## config.mk

```make
export PLATFORM = sky130hd
export DESIGN_NAME = srect_delta
export DESIGN_NICKNAME = d
export VERILOG_FILES = /design/src/sv/srect_pkg.sv /design/src/sv/srect_delta.sv
export SDC_FILE = /design/constraint.sdc
export NUM_CORES = 1
export LEC_CHECK = 0
export ABC_AREA = 0
export ABC_CLOCK_PERIOD_IN_PS = 4550
export BUFFER_PORTS_ARGS = -buffer_cell sky130_fd_sc_hd__buf_2
export CORE_UTILIZATION = 50
export CTS_BUF_LIST = sky130_fd_sc_hd__clkbuf_16
export DETAILED_ROUTE_END_ITERATION = 16
export GPL_TIMING_DRIVEN = 1
export HOLD_SLACK_MARGIN = 0.12
export PLACE_DENSITY = 0.8
export SLEW_MARGIN = 20
export SYNTH_ARGS = -nofsm -noshare
export SYNTH_HDL_FRONTEND = slang
export SYNTH_SLANG_ARGS = --single-unit
```

## constraint.sdc

```tcl
create_clock -name clk -period 4.55 [get_ports clk]
set_clock_uncertainty 0.05 [all_clocks]
set_input_delay 0.455 -clock clk [delete_from_list [all_inputs] [get_ports clk]]
set_output_delay 0.455 -clock clk [all_outputs]
set_load 0.02 [all_outputs]
```

## src/sv/srect_pkg.sv

```systemverilog
// Shared types, widths and helpers for the segment/rectangle intersection pipeline.
// No dependencies; imported by every stage module and the top level.
`timescale 1ns / 1ps
`default_nettype none

package srect_pkg;

    localparam int COORD_BITS = 16;
    localparam int DIFF_BITS  = COORD_BITS + 2;
    localparam int PROD_BITS  = 2 * DIFF_BITS;
    localparam int SUM_BITS   = PROD_BITS + 1;

    localparam int SIDE_LEFT   = 0;
    localparam int SIDE_RIGHT  = 1;
    localparam int SIDE_TOP    = 2;
    localparam int SIDE_BOTTOM = 3;
    localparam int SIDES       = 4;

    typedef logic signed [COORD_BITS-1:0] coord_t;
    typedef logic signed [DIFF_BITS-1:0]  diff_t;
    typedef logic signed [PROD_BITS-1:0]  prod_t;
    typedef logic signed [SUM_BITS-1:0]   sum_t;

    typedef struct packed {
        coord_t                  sx;
        coord_t                  sy;
        coord_t                  ex;
        coord_t                  ey;
        coord_t                  rx;
        coord_t                  ry;
        logic [COORD_BITS-1:0]   rw;
        logic [COORD_BITS-1:0]   rh;
    } query_t;

    typedef struct packed {
        diff_t dx;
        diff_t dy;
        diff_t ax0;
        diff_t ax1;
        diff_t ay0;
        diff_t ay1;
        diff_t rw;
        diff_t rh;
    } delta_t;

    typedef struct packed {
        prod_t den_v;
        prod_t den_h;
        prod_t ra0;
        prod_t ra1;
        prod_t wa0;
        prod_t wa1;
        prod_t xa0;
        prod_t xa1;
        prod_t ya0;
        prod_t ya1;
    } term_t;

    typedef struct packed {
        sum_t [SIDES-1:0] den;
        sum_t [SIDES-1:0] na;
        sum_t [SIDES-1:0] nb;
    } frac_t;

    function automatic logic in_unit(input sum_t num, input sum_t den);
        logic res;
        if (den > 0)
        begin
            res = (num >= 0) && (num <= den);
        end
        else
        begin
            res = (num <= 0) && (num >= den);
        end
        return res;
    endfunction

endpackage

`default_nettype wire

```

## src/sv/srect_delta.sv

```systemverilog
// Stage 1: coordinate differences against the segment start and rectangle edges.
// Depends on srect_pkg.
`timescale 1ns / 1ps
`default_nettype none

module srect_delta (
    input  wire logic              clk,
    input  wire logic              rst_n,
    input  wire logic              in_valid,
    output logic                   in_ready,
    input  wire srect_pkg::query_t in_data,
    output logic                   out_valid,
    input  wire logic              out_ready,
    output srect_pkg::delta_t      out_data
);
    import srect_pkg::*;

    logic   valid_reg;
    delta_t data_reg;
    delta_t data_next;
    diff_t  sx;
    diff_t  sy;
    diff_t  rx;
    diff_t  ry;
    diff_t  rx2;
    diff_t  ry2;

    assign in_ready  = !valid_reg || out_ready;
    assign out_valid = valid_reg;
    assign out_data  = data_reg;

    always_comb
    begin
        sx  = DIFF_BITS'(in_data.sx);
        sy  = DIFF_BITS'(in_data.sy);
        rx  = DIFF_BITS'(in_data.rx);
        ry  = DIFF_BITS'(in_data.ry);
        data_next.rw  = diff_t'({2'b00, in_data.rw});
        data_next.rh  = diff_t'({2'b00, in_data.rh});
        rx2 = rx + data_next.rw;
        ry2 = ry + data_next.rh;
        data_next.dx  = DIFF_BITS'(in_data.ex) - sx;
        data_next.dy  = DIFF_BITS'(in_data.ey) - sy;
        data_next.ax0 = sx - rx;
        data_next.ax1 = sx - rx2;
        data_next.ay0 = sy - ry;
        data_next.ay1 = sy - ry2;
    end

    always_ff @(posedge clk or negedge rst_n)
    begin
        if (!rst_n)
        begin
            valid_reg <= 1'b0;
        end
        else if (in_ready)
        begin
            valid_reg <= in_valid;
        end
    end

    always_ff @(posedge clk)
    begin
        if (in_valid && in_ready)
        begin
            data_reg <= data_next;
        end
    end

endmodule

`default_nettype wire

```

Yosys cells after proc, flatten, opt, wreduce, memory -nomap -nowiden
Cells that the tools add are included.
Widths: inputs -> output; s select.
- register bits: 141
- output and inout bits: 146
- $add $sub $neg: 8
- reduce and logical (&&, ||, !) cells: 3
- operators with widths (kind ; number):
    $sub 16x16->17 ; 4
    $add 16x17->18 ; 2
    $sub 16x18->18 ; 2
    $logic_and 1x1->1 ; 1
    $logic_not 1->1 ; 1
    $logic_or 1x1->1 ; 1

Depth between registers and ports, before layout
- depth in word-level cells: 3
- mapped depth: 10
- gate-level depth less buffers: 10

Worst setup path after synthesis
OpenSTA, ideal clock, no wires.
- path kind: input to register
- start: in out_ready
- end: reg data_reg, in the netlist out_data[0] (enable)
- setup time: 0.511 ns
- arrival time: 3.877 ns
- data required time: 3.989 ns
- slack: 0.112 ns
- stages: 2
- cell sequence: nand2b_1 -> and2_1
- longest elaborated chain between the ends: 2
- RTL lines (element ; line ; text):
    start, declared ; srect_delta.sv:13 ; input wire logic out_ready,
    $logic_or 1x1->1 ; srect_delta.sv:28 ; assign in_ready = !valid_reg || out_ready;
    $logic_and 1x1->1 ; srect_delta.sv:64 ; if (in_valid && in_ready)
    end signal, assigned ; srect_delta.sv:66 ; data_reg <= data_next;
    end, declared ; srect_delta.sv:19 ; delta_t data_reg;
Every way passes these cells.
A chain may end at the register's enable or synchronous reset.

==> results_dict.tcl <==
set metrics [dict create \
    peakVddDrop_v 0.000260 \
    post-cts-setup-buffer-count 0 \
    synth_top_family_by_area "adder cells" \
    antenna_found_initial 0 \
    multiInputGateArea_um2 5100 \
    start_kind "input pin" \
    grt_pass1_wl_um 37100 \
    synth-seq-area-share_pct 42.1 \
    drv_slew 0 \
    grt_max_degree 70 \
    preCtsSetupSlack_ps 1380 \
    rsz0062_at_grt "false" \
    critPathBufInv 2 \
    slowest_stage "fa_1" \
    worst_pin_slew_ps 949 \
    clock_latency_ps 420 \
    final_common_cell "buf_2" \
    tritoncts "yes" \
    p_leak_nw 5.50 \
    critical_path_class "in -> reg" \
    synth_xor_area_share_pct 5.47 \
    vias 7881 \
    grt_pass1_vias 7800 \
    rows 50 \
    maxSlewHeadroom_pct 36.7 \
    min_period_ps 2760 \
    die_h_um 142 \
    overflow 0 \
    fin_ws_ps 1790 \
    powerDensity_nw_per_um2 373 \
    cts_buffers 17 \
    syn_area_um2 9760 \
    crit_family "compound AO/OA/AOI/OAI gates" \
    end_kind "register" \
    wl_per_cell_um 16.4 \
    fin_nets 1443 \
    core_area_um2 18900 \
    io_pins 278 \
    finalHoldWorstSlack_ps 163 \
    crit_required_ps 4780 \
    path_depth 10 \
    viasPerCell 5.44 \
    synthSimpleGateAreaFrac_pct 10.3 \
    clk_path_buf_depth 2 \
    dieArea_um2 20100 \
    synth_compound_area_share_pct 15.9 \
    worstHoldPathType "in -> reg" \
    period_share_pct 60.6 \
    drtPass1Iterations 5 \
    dp_cells 1417 \
    cp_max_fo 4 \
    diodes 0 \
    drv_cap 0 \
    crit_top_cell "o21ai_0" \
    synthArstFlopShare_pct 0.730 \
    final_cell_mix "buf_2, edfxtp_1, inv_1" \
    initial_core_util_pct 51.7 \
    crit_path_max_incr_delay_ps 450 \
    cts_sinks 137 \
    hold_viol_final 0 \
    ys_ff_latch 137 \
    drt_iter0_markers 385 \
    synthMuxAreaShare_pct 0.526 \
    n_fill_cell 1530 \
    h-tree-depth 4 \
    grtUsageTotal_pct 23.8 \
    synth_cell_types 67 \
    cts_root_buffer "clkbuf_16" \
    outcome "completed" \
    worstPathCellList "buf_2, inv_1, fa_1, ha_1, a211oi_1, o21ai_0, o21ai_0, a31oi_1, or4_1, nand3_1" \
    seq_area_um2 4110 \
    setup_viol 0 \
    io_buffers 273 \
    fmax_ghz 0.363 \
    arrival_ps 2990 \
    synthAdderAreaFrac_pct 19.9 \
    drt_drc_violations_left 0 \
    layout-drive-gt1-share_pct 27.2 \
    r2r_cells 3 \
    synthFlopType "edfxtp_1" \
    synth-edff-count 136 \
    ys_warn_count 0 \
    clk_pin_slew_ps 70 \
    routed_wl_um 23800 \
    avgSynthCellArea_um2 10.9 \
    dp_hpwl_um 19000 \
    syn-instance-count 894 \
    routabilityCongestion 0.912 \
    die_width_um 142 \
    areaGrowthSynthToFinish_pct 22.7 \
    instances_no_fill 1449 \
    fin_tns_setup_ps 0 \
    hold_depth 1 \
    drtAntennaViolNets 0 \
]
-- synthesized netlist by cell type, types with 20 or more instances --
master	number	area, um^2
edfxtp_1	136	4080
inv_1	128	480
ha_1	98	1230
a21oi_1	60	300
xnor2_1	43	377
nor2_1	42	158
fa_1	36	721
nand2_1	32	120
o21ai_0	32	160
a21o_1	20	150
o21a_1	20	150
-- report_power, final --
part           internal, mW  leakage, nW  switching, mW
Sequential             1.61         1.30         0.0385
Clock                 0.796        0.275          0.540
Combinational         0.584         3.92          0.895
-- logic make-up after synthesis --
family	Yosys count
multiplexers	5
buffers and inverters	142
AND/OR/NAND/NOR	190
adder cells (fa/ha/maj)	134
AO/OA/AOI/OAI	224
flip-flops	137
XOR/XNOR	61
other	1
-- area by class of cell --
type | count | area share, %
clock buffer | 17 | 3.55
clock inverter | 14 | 1.13
inverter | 128 | 4.01
multi-input combinational | 618 | 42.6
sequential | 137 | 34.3
tap | 260 | 2.72
timing repair buffer | 275 | 11.7
-- per-stage QoR --
stage	utilization [%]	power, mW	instance area (um^2)
final	63.4	4.47	12000
after global routing	63.4	4.69	12000
after CTS	63.4	4.48	12000
after detailed placement	60.4	3.14	11400
after global placement	60.4	3.10	11400
after floorplan	-	2.72	9770
-- worst register-to-register path: cells and delay by family (launching register included) --
family	cells	cell delay, ps
simple gates	2	880
buf+inv	1	430
flops	1	370
-- repair_timing --
| item | in CTS | in global routing |
|---|---|---|
| hold buffers | 1 | 0 |
| gates resized for setup | 0 | 0 |
| hold endpoints to repair | 1 | 0 |
-- state kept, by name (all words and copies together), names as in the netlist --
name / count
out_valid: 1
out_data: 136
-- routing by layer --
metal	track usage (%)	part of all wire, %
met4	7.92	2.0
met1	26.7	39
met5	0	0
met2	43.4	51
met3	6.61	8.0
-- worst paths after layout --
kind	startpoint	to	slack, ps
worst min-delay path	in_data[16]	out_data[18]$_DFFE_PP_	160
max in group asynchronous	rst_n	out_valid$_DFFE_PN0N_	4070
min in group asynchronous	rst_n	out_valid$_DFFE_PN0N_	290
worst max-delay path	in_data[16]	out_data[89]$_DFFE_PP_	1790
worst min register to register	out_valid$_DFFE_PN0N_	out_valid$_DFFE_PN0N_	500
worst max register to register	out_valid$_DFFE_PN0N_	out_data[137]$_DFFE_PP_	2440
(Power assumes the default switching activity.)
