--- src/sv/srect_pkg.sv ---
// Shared types, widths and helpers for the segment/rectangle intersection pipeline.
// No dependencies; imported by every stage module and the top level.
`timescale 1ns / 1ps
`default_nettype none

package srect_pkg;

    localparam int COORD_BITS = 16;
    localparam int DIFF_BITS  = COORD_BITS + 2;
    localparam int PROD_BITS  = 2 * DIFF_BITS;
    localparam int SUM_BITS   = PROD_BITS + 1;

    localparam int SIDE_LEFT   = 0;
    localparam int SIDE_RIGHT  = 1;
    localparam int SIDE_TOP    = 2;
    localparam int SIDE_BOTTOM = 3;
    localparam int SIDES       = 4;

    typedef logic signed [COORD_BITS-1:0] coord_t;
    typedef logic signed [DIFF_BITS-1:0]  diff_t;
    typedef logic signed [PROD_BITS-1:0]  prod_t;
    typedef logic signed [SUM_BITS-1:0]   sum_t;

    typedef struct packed {
        coord_t                  sx;
        coord_t                  sy;
        coord_t                  ex;
        coord_t                  ey;
        coord_t                  rx;
        coord_t                  ry;
        logic [COORD_BITS-1:0]   rw;
        logic [COORD_BITS-1:0]   rh;
    } query_t;

    typedef struct packed {
        diff_t dx;
        diff_t dy;
        diff_t ax0;
        diff_t ax1;
        diff_t ay0;
        diff_t ay1;
        diff_t rw;
        diff_t rh;
    } delta_t;

    typedef struct packed {
        prod_t den_v;
        prod_t den_h;
        prod_t ra0;
        prod_t ra1;
        prod_t wa0;
        prod_t wa1;
        prod_t xa0;
        prod_t xa1;
        prod_t ya0;
        prod_t ya1;
    } term_t;

    typedef struct packed {
        sum_t [SIDES-1:0] den;
        sum_t [SIDES-1:0] na;
        sum_t [SIDES-1:0] nb;
    } frac_t;

    function automatic logic in_unit(input sum_t num, input sum_t den);
        logic res;
        if (den > 0)
        begin
            res = (num >= 0) && (num <= den);
        end
        else
        begin
            res = (num <= 0) && (num >= den);
        end
        return res;
    endfunction

endpackage

`default_nettype wire

--- src/sv/srect_frac.sv ---
// Stage 3: per-edge denominators and parametric numerators.
// Depends on srect_pkg.
`timescale 1ns / 1ps
`default_nettype none

module srect_frac (
    input  wire logic             clk,
    input  wire logic             rst_n,
    input  wire logic             in_valid,
    output logic                  in_ready,
    input  wire srect_pkg::term_t in_data,
    output logic                  out_valid,
    input  wire logic             out_ready,
    output srect_pkg::frac_t      out_data
);
    import srect_pkg::*;

    logic  valid_reg;
    frac_t data_reg;
    frac_t data_next;
    sum_t  den_v;
    sum_t  den_h;
    sum_t  nb_lt;

    assign in_ready  = !valid_reg || out_ready;
    assign out_valid = valid_reg;
    assign out_data  = data_reg;

    always_comb
    begin
        den_v = SUM_BITS'(in_data.den_v);
        den_h = -SUM_BITS'(in_data.den_h);
        nb_lt = SUM_BITS'(in_data.xa0) - SUM_BITS'(in_data.ya0);

        data_next.den[SIDE_LEFT]   = den_v;
        data_next.den[SIDE_RIGHT]  = den_v;
        data_next.den[SIDE_TOP]    = den_h;
        data_next.den[SIDE_BOTTOM] = den_h;

        data_next.na[SIDE_LEFT]    = -SUM_BITS'(in_data.ra0);
        data_next.na[SIDE_RIGHT]   = -SUM_BITS'(in_data.ra1);
        data_next.na[SIDE_TOP]     = SUM_BITS'(in_data.wa0);
        data_next.na[SIDE_BOTTOM]  = SUM_BITS'(in_data.wa1);

        data_next.nb[SIDE_LEFT]    = nb_lt;
        data_next.nb[SIDE_RIGHT]   = SUM_BITS'(in_data.xa0) - SUM_BITS'(in_data.ya1);
        data_next.nb[SIDE_TOP]     = nb_lt;
        data_next.nb[SIDE_BOTTOM]  = SUM_BITS'(in_data.xa1) - SUM_BITS'(in_data.ya0);
    end

    always_ff @(posedge clk or negedge rst_n)
    begin
        if (!rst_n)
        begin
            valid_reg <= 1'b0;
        end
        else if (in_ready)
        begin
            valid_reg <= in_valid;
        end
    end

    always_ff @(posedge clk)
    begin
        if (in_valid && in_ready)
        begin
            data_reg <= data_next;
        end
    end

endmodule

`default_nettype wire

--- config.mk ---
export PLATFORM = sky130hd
export DESIGN_NAME = srect_frac
export DESIGN_NICKNAME = d
export VERILOG_FILES = /design/src/sv/srect_pkg.sv /design/src/sv/srect_frac.sv
export SDC_FILE = /design/constraint.sdc
export NUM_CORES = 1
export LEC_CHECK = 0
export ABC_AREA = 1
export BUFFER_PORTS_ARGS = -buffer_cell sky130_fd_sc_hd__buf_2
export CORE_AREA = 2 2 314 316
export DETAILED_ROUTE_END_ITERATION = 8
export DIE_AREA = 0 0 316 318
export GPL_TIMING_DRIVEN = 0
export PLACE_DENSITY = 0.4
export SYNTH_ARGS = -nofsm -noshare
export SYNTH_HDL_FRONTEND = slang
export SYNTH_SLANG_ARGS = --single-unit
--- constraint.sdc ---
create_clock -name clk -period 19.4 [get_ports clk]
set_input_delay 1.94 -clock clk [delete_from_list [all_inputs] [get_ports clk]]
set_output_delay 1.94 -clock clk [all_outputs]
set_load 0.02 [all_outputs]
; ---- Yosys cells after proc, flatten, opt, wreduce, memory -nomap -nowiden
; Cells that the tools add are included.
[op_classes]
addsub = 6
reduce_logical = 3
[op_table]
columns = cell, n
row1 = $neg A36 Y37, 3
row2 = $sub A36 B36 Y37, 3
row3 = $logic_and A1 B1 Y1, 1
row4 = $logic_not A1 Y1, 1
row5 = $logic_or A1 B1 Y1, 1
[word_totals]
ff_bits = 331
input_bits = 364
output_inout_bits = 446
word_cells = 19

; ---- Longest topological paths before layout
; Gate-level depths: netlist of run 1.
[depth]
depth_word = 3
depth_mapped = 14
depth_no_buf = 14

; ---- Least setup slack after synthesis of run 1
; OpenSTA, ideal clock, no wires.
[synth_timing]
path_kind = in2reg
startpoint = input in_valid
endpoint = register data_reg (netlist bit out_data[0]), enable pin
setup_time_ns = 1.133
arrival_ns = 17.792
path_slack_ns = 0.475
cell_stages = 2
n_path_buf = 0
cell_sequence = inv_1 a21oi_1
[synth_via]
elab_chain_cells = 1
[synth_rtl]
columns = item, line_no
row1 = start: declaration, srect_frac.sv:9  ; input wire logic in_valid,
row2 = $logic_and A1 B1 Y1, srect_frac.sv:65  ; if (in_valid && in_ready)
row3 = end signal: assignment, srect_frac.sv:67  ; data_reg <= data_next;
row4 = end: declaration, srect_frac.sv:19  ; frac_t data_reg;
; Every way passes these cells.
; A chain may end at the register's enable or synchronous reset.

; ---- Worst setup path in the final report of run 1
[layout_timing]
startpoint = input out_ready
endpoint = output in_ready
[layout_via]
elab_chain_cells = 1
[layout_rtl]
columns = item, line_no
row1 = start: declaration, srect_frac.sv:13  ; input wire logic out_ready,
row2 = $logic_or A1 B1 Y1, srect_frac.sv:25  ; assign in_ready = !valid_reg || out_ready;
row3 = end: declaration, srect_frac.sv:10  ; output logic in_ready,
; Every way passes these cells.

==> impl_metrics.yaml, run 1 <==
clocking:
  post_cts_buffers: 0
  cts_hold_buf: 0
  h-tree-depth: 2
  cts_inserted_buffers: 45
  cts_tree: "built"
  clk_path_buf_depth: 3
  clock_sinks: 331
  worst_skew_pair.late_latency_ns: 0.61
  cts_resized: 0
  clockRootBuffer: "clkbuf_16"
  path_clk_slew_ns: 0.06
floorplanning:
  die-area_um2: 100500
  dieHeight_um: 318
  placementRows: 115
  ios: 810
  die_x_um: 316
  core_um2: 97410
  start_util: 0.2210
worst_setup_path:
  path_common_cell: "buf_2"
  path_max_fanout: 2
  path_cells: "buf_2 -> inv_1 -> nand2_1 -> buf_2"
  crit_family: "buffers and inverters"
  critPathMaxStageDelay_ns: 0.16
  cp-start-kind: "input port"
  endpoint_kind: "primary output"
  worstSetupPathType: "in2out"
  cp_slowest_cell: "buf_2"
  required_ns: 17.46
  cp_data_arrival_time_ns: 2.36
  path_buf_inv: 3
synth:
  syn_inst: 2607
  syn_avg_cell_area_um2: 8.258
  synth_warnings: 0
  ys_seq_area_frac: 0.4614
  ys_types: 34
  syn_area_um2: 21530
  synth_nets: 3085
  ys_ff_latch: 331
timing:
  whs_ns: 0.5752
  worst_slew_pin_slew_ns: 0.5662
  hold_viol: 0
  period_minus_slack_ns: 4.299
  finalSetupViolations: 0
  setup_ws_ns: 15.10
  fin_crit_sh: 0.2216
  rsz0062_at_grt: "no"
  fmax_mhz: 232.6
  drv_slew: 0
  slew_headroom: 0.6217
  finClkSkew_ns: 0.01939
grt:
  gr-total-overflow: 0
  grt_pass1_wl_mm: 125.4
  grt_busiest_layer: "met2"
  grt_use_total: 0.1703
  met2_usage: 0.3237
  gr-usage-met3: 0.04017
  grt_pass1_vias: 19846
  use_met1: 0.1809
  grt_max_degree: 29
  antenna_found_initial: 31
power:
  power.density_nw_per_um2: 78.81
  vdd_ir_drop_max_mv: 0.05835
  cellLeakagePower_nw: 14.37
cells_and_area:
  drive_gt1_frac: 0.2964
  layout_commonest_cell: "buf_2"
  finalNetCount: 3955
  nFillCells: 10681
  final_cell_mix: "buf_2, nand2_1, inv_1"
  final_util: 0.2978
  area_growth_pct: 34.74
detailed_routing:
  vias: 19767
  vias_per_cell: 4.109
  drc: 0
  ant_nets: 0
  wl_per_cell_um: 18.37
  first_pass_iters: 5
  drt-initial-drc-count: 1039
  drt_wl_total_mm: 88.36
place:
  post-place-ws_ns: 15.10
  hpwl_mm: 76.41
  place.gp.congestion: 0.9154
  io_buffers: 809
run_status:
  outcome: "finished clean"
worst_hold_path:
  min-delay-path-class: "reg2reg"
job:
  drv_cap: 0
## layer usage
layer,routed length (um),part of all wire
met3,5807,0.066
met2,46530,0.53
met5,126,0.0014
met1,33000,0.37
met4,2900,0.033
## cell usage after synthesis
cell type / n / area [um^2]
a31oi_1: 6 / 37.54
nor3_2: 5 / 50.05
nand4_2: 1 / 12.51
buf_4: 114 / 855.8
ha_1: 111 / 1389
a21oi_1: 100 / 500.5
edfxtp_1: 330 / 9910
nand2_1: 732 / 2748
dfrtp_1: 1 / 25.02
xnor2_1: 25 / 219.0
inv_1: 475 / 1783
or2_2: 3 / 18.77
fa_1: 3 / 60.06
a21boi_0: 3 / 22.52
nand2_4: 1 / 11.26
nand3_4: 1 / 17.52
nor2_1: 252 / 945.9
and2_1: 7 / 43.79
nor3b_1: 4 / 30.03
nand3_1: 135 / 675.7
nor3b_2: 1 / 12.51
nor3_1: 55 / 275.3
nor2_4: 3 / 33.78
nand3_2: 6 / 60.06
nand2_2: 4 / 25.02
nor3_4: 4 / 65.06
o21ai_0: 45 / 225.2
or2_4: 1 / 8.760
nand3b_1: 6 / 45.04
nand4_1: 16 / 100.1
nor2_2: 6 / 37.54
nor4_1: 7 / 43.79
xor2_1: 129 / 1130
o21bai_1: 15 / 112.6
## report_power, final
group,switching (W),total (W),internal [W]
clock,0.000357,0.000853,0.000496
combinational,0.000361,0.000550,0.000189
sequential,0.0000230,0.000883,0.000860
## stage by stage
stage          setup TNS (ns)  total power [W]  instance area (um^2)  cells
3_3_place_gp         -3003.25         0.001490                 27190   4703
5_1_grt                     0         0.002410                 28990   4805
3_5_place_dp                0         0.001456                 27510   4717
4_1_cts                     0         0.002334                 28980   4799
2_1_floorplan               0         0.001251                 21530   2607
6_report                    0         0.002286                 29010   4811
## cell families (layout without fill, tap and decap cells)
logic type      after synthesis  after routing  synth area share
flops                       331            331            0.4614
other cells                   0             12                 0
xor+xnor                    154            154           0.06265
compound gates              169            169           0.04173
simple gates               1250           1250            0.2443
fa+ha+maj                   114            114           0.06730
buf+inv                     589           1494            0.1226
## worst paths after layout
path	startpoint	slack, ns	cells past startpoint	to
min in group asynchronous	rst_n	1.09	1	out_valid$_DFFE_PN0N_
max	out_ready	15.10	4	in_ready
min reg2reg	out_valid$_DFFE_PN0N_	0.58	2	out_valid$_DFFE_PN0N_
min	out_valid$_DFFE_PN0N_	0.58	2	out_valid$_DFFE_PN0N_
max in group asynchronous	rst_n	18.22	1	out_valid$_DFFE_PN0N_
max reg2reg	out_valid$_DFFE_PN0N_	16.88	7	out_data[171]$_DFFE_PP_
## flip-flops by register name, indices dropped and copies added, names as in the netlist
signal / count
out_data: 330
out_valid: 1
## worst register-to-register path: cells and delay by family (launching register included)
family	cells	cell delay, ns
AO/OA/AOI/OAI	1	0.50
buffers and inverters	6	1.29
flip-flops	1	0.41
## area by class of cell
cell class,count,area (um^2),area share
inverters,475,1783,0.06146
clock inverters,31,319.1,0.01100
diodes,12,30.03,0.001035
plain buffers,114,855.8,0.02950
repair buffers,823,4359,0.1503
well taps,1287,1610,0.05551
flip-flops and latches,331,9935,0.3425
clock buffers,51,1149,0.03960
multi-input cells,1687,8967,0.3091
Note: power is estimated with default switching activity, not from simulation.
==> run 2: changes to the inputs <==
--- a/config.mk
+++ b/config.mk
@@ -11,7 +11,7 @@
 export DETAILED_ROUTE_END_ITERATION = 8
 export DIE_AREA = 0 0 316 318
 export GPL_TIMING_DRIVEN = 0
-export PLACE_DENSITY = 0.4
+export PLACE_DENSITY = 0.42
 export SYNTH_ARGS = -nofsm -noshare
 export SYNTH_HDL_FRONTEND = slang
 export SYNTH_SLANG_ARGS = --single-unit
==> constraint.sdc (replaced) <==
create_clock -name clk -period 3.9 [get_ports clk]
set_input_delay 0.39 -clock clk [delete_from_list [all_inputs] [get_ports clk]]
set_output_delay 0.39 -clock clk [all_outputs]
set_load 0.02 [all_outputs]
==> run 2 against run 1 <==
Global-route usage rose by 0.28 points; hold slack worse by 0.49 ns; via count is 2.7% higher; register-to-register slack got worse by 15 ns; combinational power increased to 5.2 times the previous value; first-iteration DRC count is 2.2% higher; count of clock-buffer cells in the layout did not move; clock skew increased by 0.0088 ns; critical path type is now in2reg; largest power group is now clock.
==> impl_metrics.yaml, run 2 (same netlist as run 1, synthesis figures left out) <==
run_status:
  outcome: "finished clean"
timing:
  slew_headroom: 0.6953
  period_minus_slack_ns: 2.260
  whs_ns: 0.08303
  finClkSkew_ns: 0.02824
  finalSetupViolations: 0
  hold_viol: 0
  drv_slew: 0
  rsz0062_at_grt: "no"
  fmax_mhz: 442.5
  worst_slew_pin_slew_ns: 0.4536
  fin_crit_sh: 0.5794
grt:
  antenna_found_initial: 31
  grt_use_total: 0.1731
  grt_max_degree: 29
  grt_pass1_vias: 20328
  gr-total-overflow: 0
  grt_pass1_wl_mm: 127.8
worst_setup_path:
  r2r_cells: 6
  critPathMaxStageDelay_ns: 0.53
  path_max_fanout: 5
  rrSetupSlack_ns: 1.84
  rr_startpoint: "out_valid$_DFFE_PN0N_"
  endpoint_kind: "flop"
  cp_data_arrival_time_ns: 2.61
  required_ns: 4.25
  worstSetupPathType: "in2reg"
  r2r_end: "out_data[132]$_DFFE_PP_"
  path_cells: "dlygate4sd3_1 -> buf_2 -> inv_1 -> ha_1 -> nand3_2 -> nor3_1 -> nand2_1 -> nor2_1 -> xor2_1"
  crit_family: "simple AND/OR/NAND/NOR gates"
  cp_slowest_cell: "dlygate4sd3_1"
  path_buf_inv: 3
  cp-start-kind: "input port"
cells_and_area:
  drive_gt1_frac: 0.2876
  seqCellArea_um2: 9935
  layout_commonest_cell: "buf_2"
  multi_input_area_um2: 8967
  area_growth_pct: 40.37
  design_area_um2: 30220
  finalNetCount: 4068
  largest_reg_flops: 330
  nFillCells: 10573
  final_cell_mix: "buf_2, nand2_1, inv_1"
floorplanning:
  dieHeight_um: 318
  ios: 810
  die_x_um: 316
  start_util: 0.2210
  core_um2: 97410
  die-area_um2: 100500
  placementRows: 115
place:
  place.gp.congestion: 0.9040
  dpl_cell_area_um2: 27490
  io_buffers: 809
  hpwl_mm: 77.00
power:
  swShare: 0.3172
  pwr-share-clk: 0.384
  p_sw_w: 0.003727
  internal-power_w: 0.008022
  cellLeakagePower_nw: 14.88
  power_frac_comb: 0.242
  vdd_ir_drop_max_mv: 0.2757
  p_seq_frac: 0.374
  p_total_w: 0.01175
  power.density_nw_per_um2: 388.8
clocking:
  h-tree-depth: 2
  cts_hold_buf: 113
  clk_path_buf_depth: 3
  clockRootBuffer: "clkbuf_16"
  worst_skew_pair.late_latency_ns: 0.61
  cts_resized: 0
  cts_tree: "built"
  post_cts_buffers: 0
  cts_inserted_buffers: 45
  path_clk_slew_ns: 0.06
  clock_sinks: 331
detailed_routing:
  drt-initial-drc-count: 1062
  vias: 20308
  vias_per_cell: 4.126
  drc: 0
  drt_wl_total_mm: 90.34
  first_pass_iters: 5
  ant_nets: 0
  wl_per_cell_um: 18.35
worst_hold_path:
  min-delay-path-class: "in2reg"
  hp-start: "out_ready"
  hold_depth: 4
  hold_end: "out_valid$_DFFE_PN0N_"
job:
  drv_cap: 0
[run 2: changes by cell type in the layout (fill, tap and decap cells not counted), sizes merged]
| cell | before | now |
|---|---|---|
| bufinv | 5 | 9 |
| inv | 479 | 480 |
| clkinv | 20 | 15 |
| dlygate4sd3 | 0 | 113 |
| diode | 12 | 9 |
| clkinvlp | 2 | 3 |
[run 2: worst max-delay path by stage]
stage            startpoint                       to  slack (ns)  depth (start not counted)
5_1_grt        in_data[288]  out_data[429]$_DFFE_PP_        1.51                         10
3_3_place_gp      out_ready  out_data[117]$_DFFE_PP_       -5.86                          3
3_5_place_dp   in_data[108]   out_data[32]$_DFFE_PP_        1.23                         14
6_report       in_data[216]  out_data[215]$_DFFE_PP_        1.64                          9
4_1_cts        in_data[288]  out_data[429]$_DFFE_PP_        1.70                         10
2_1_floorplan     out_ready    out_data[0]$_DFFE_PP_       -2.54                          2
[run 2: cell type report]
cell class / instances / area share
sequential: 331 / 0.3287
inverter: 475 / 0.05900
buffer: 114 / 0.02832
clock inverter: 32 / 0.01424
clock buffer: 51 / 0.03801
tap: 1287 / 0.05329
multi-input combinational: 1687 / 0.2967
antenna: 9 / 0.0007452
timing repair buffer: 936 / 0.1809
[run 2: routing by layer]
layer | track usage | share of wire | wire [um]
met1 | 0.1857 | 0.38 | 33970
met2 | 0.3328 | 0.54 | 48330
met3 | 0.04239 | 0.063 | 5728
met4 | 0.04329 | 0.023 | 2057
met5 | 0 | 0.0027 | 247
[run 2: power by group through the flow]
stage                     sequential [W]  combinational (W)  clock (W)
final                            0.00439            0.00284    0.00451
after CTS                        0.00440            0.00289    0.00468
after global routing             0.00441            0.00314    0.00480
after detailed placement         0.00446            0.00278          0
after floorplan                  0.00480            0.00133          0
after global placement           0.00453            0.00274          0
[run 2: worst reg2reg max path: cells and delay by family, from the launching register on]
kind	cells	cell delay [ns]
AO/OA/AOI/OAI	1	0.19
buffers and inverters	5	1.10
flip-flops	1	0.42
[run 2: per-stage QoR]
step             util  worst slack, ns  setup TNS [ns]  cells
2_1_floorplan       -           -2.538         -837.70   2607
3_3_place_gp   0.2792           -5.861        -1915.85   4703
3_5_place_dp   0.2822            1.229               0   4717
4_1_cts        0.3100            1.697               0   4913
5_1_grt        0.3102            1.513               0   4920
6_report       0.3102            1.640               0   4922
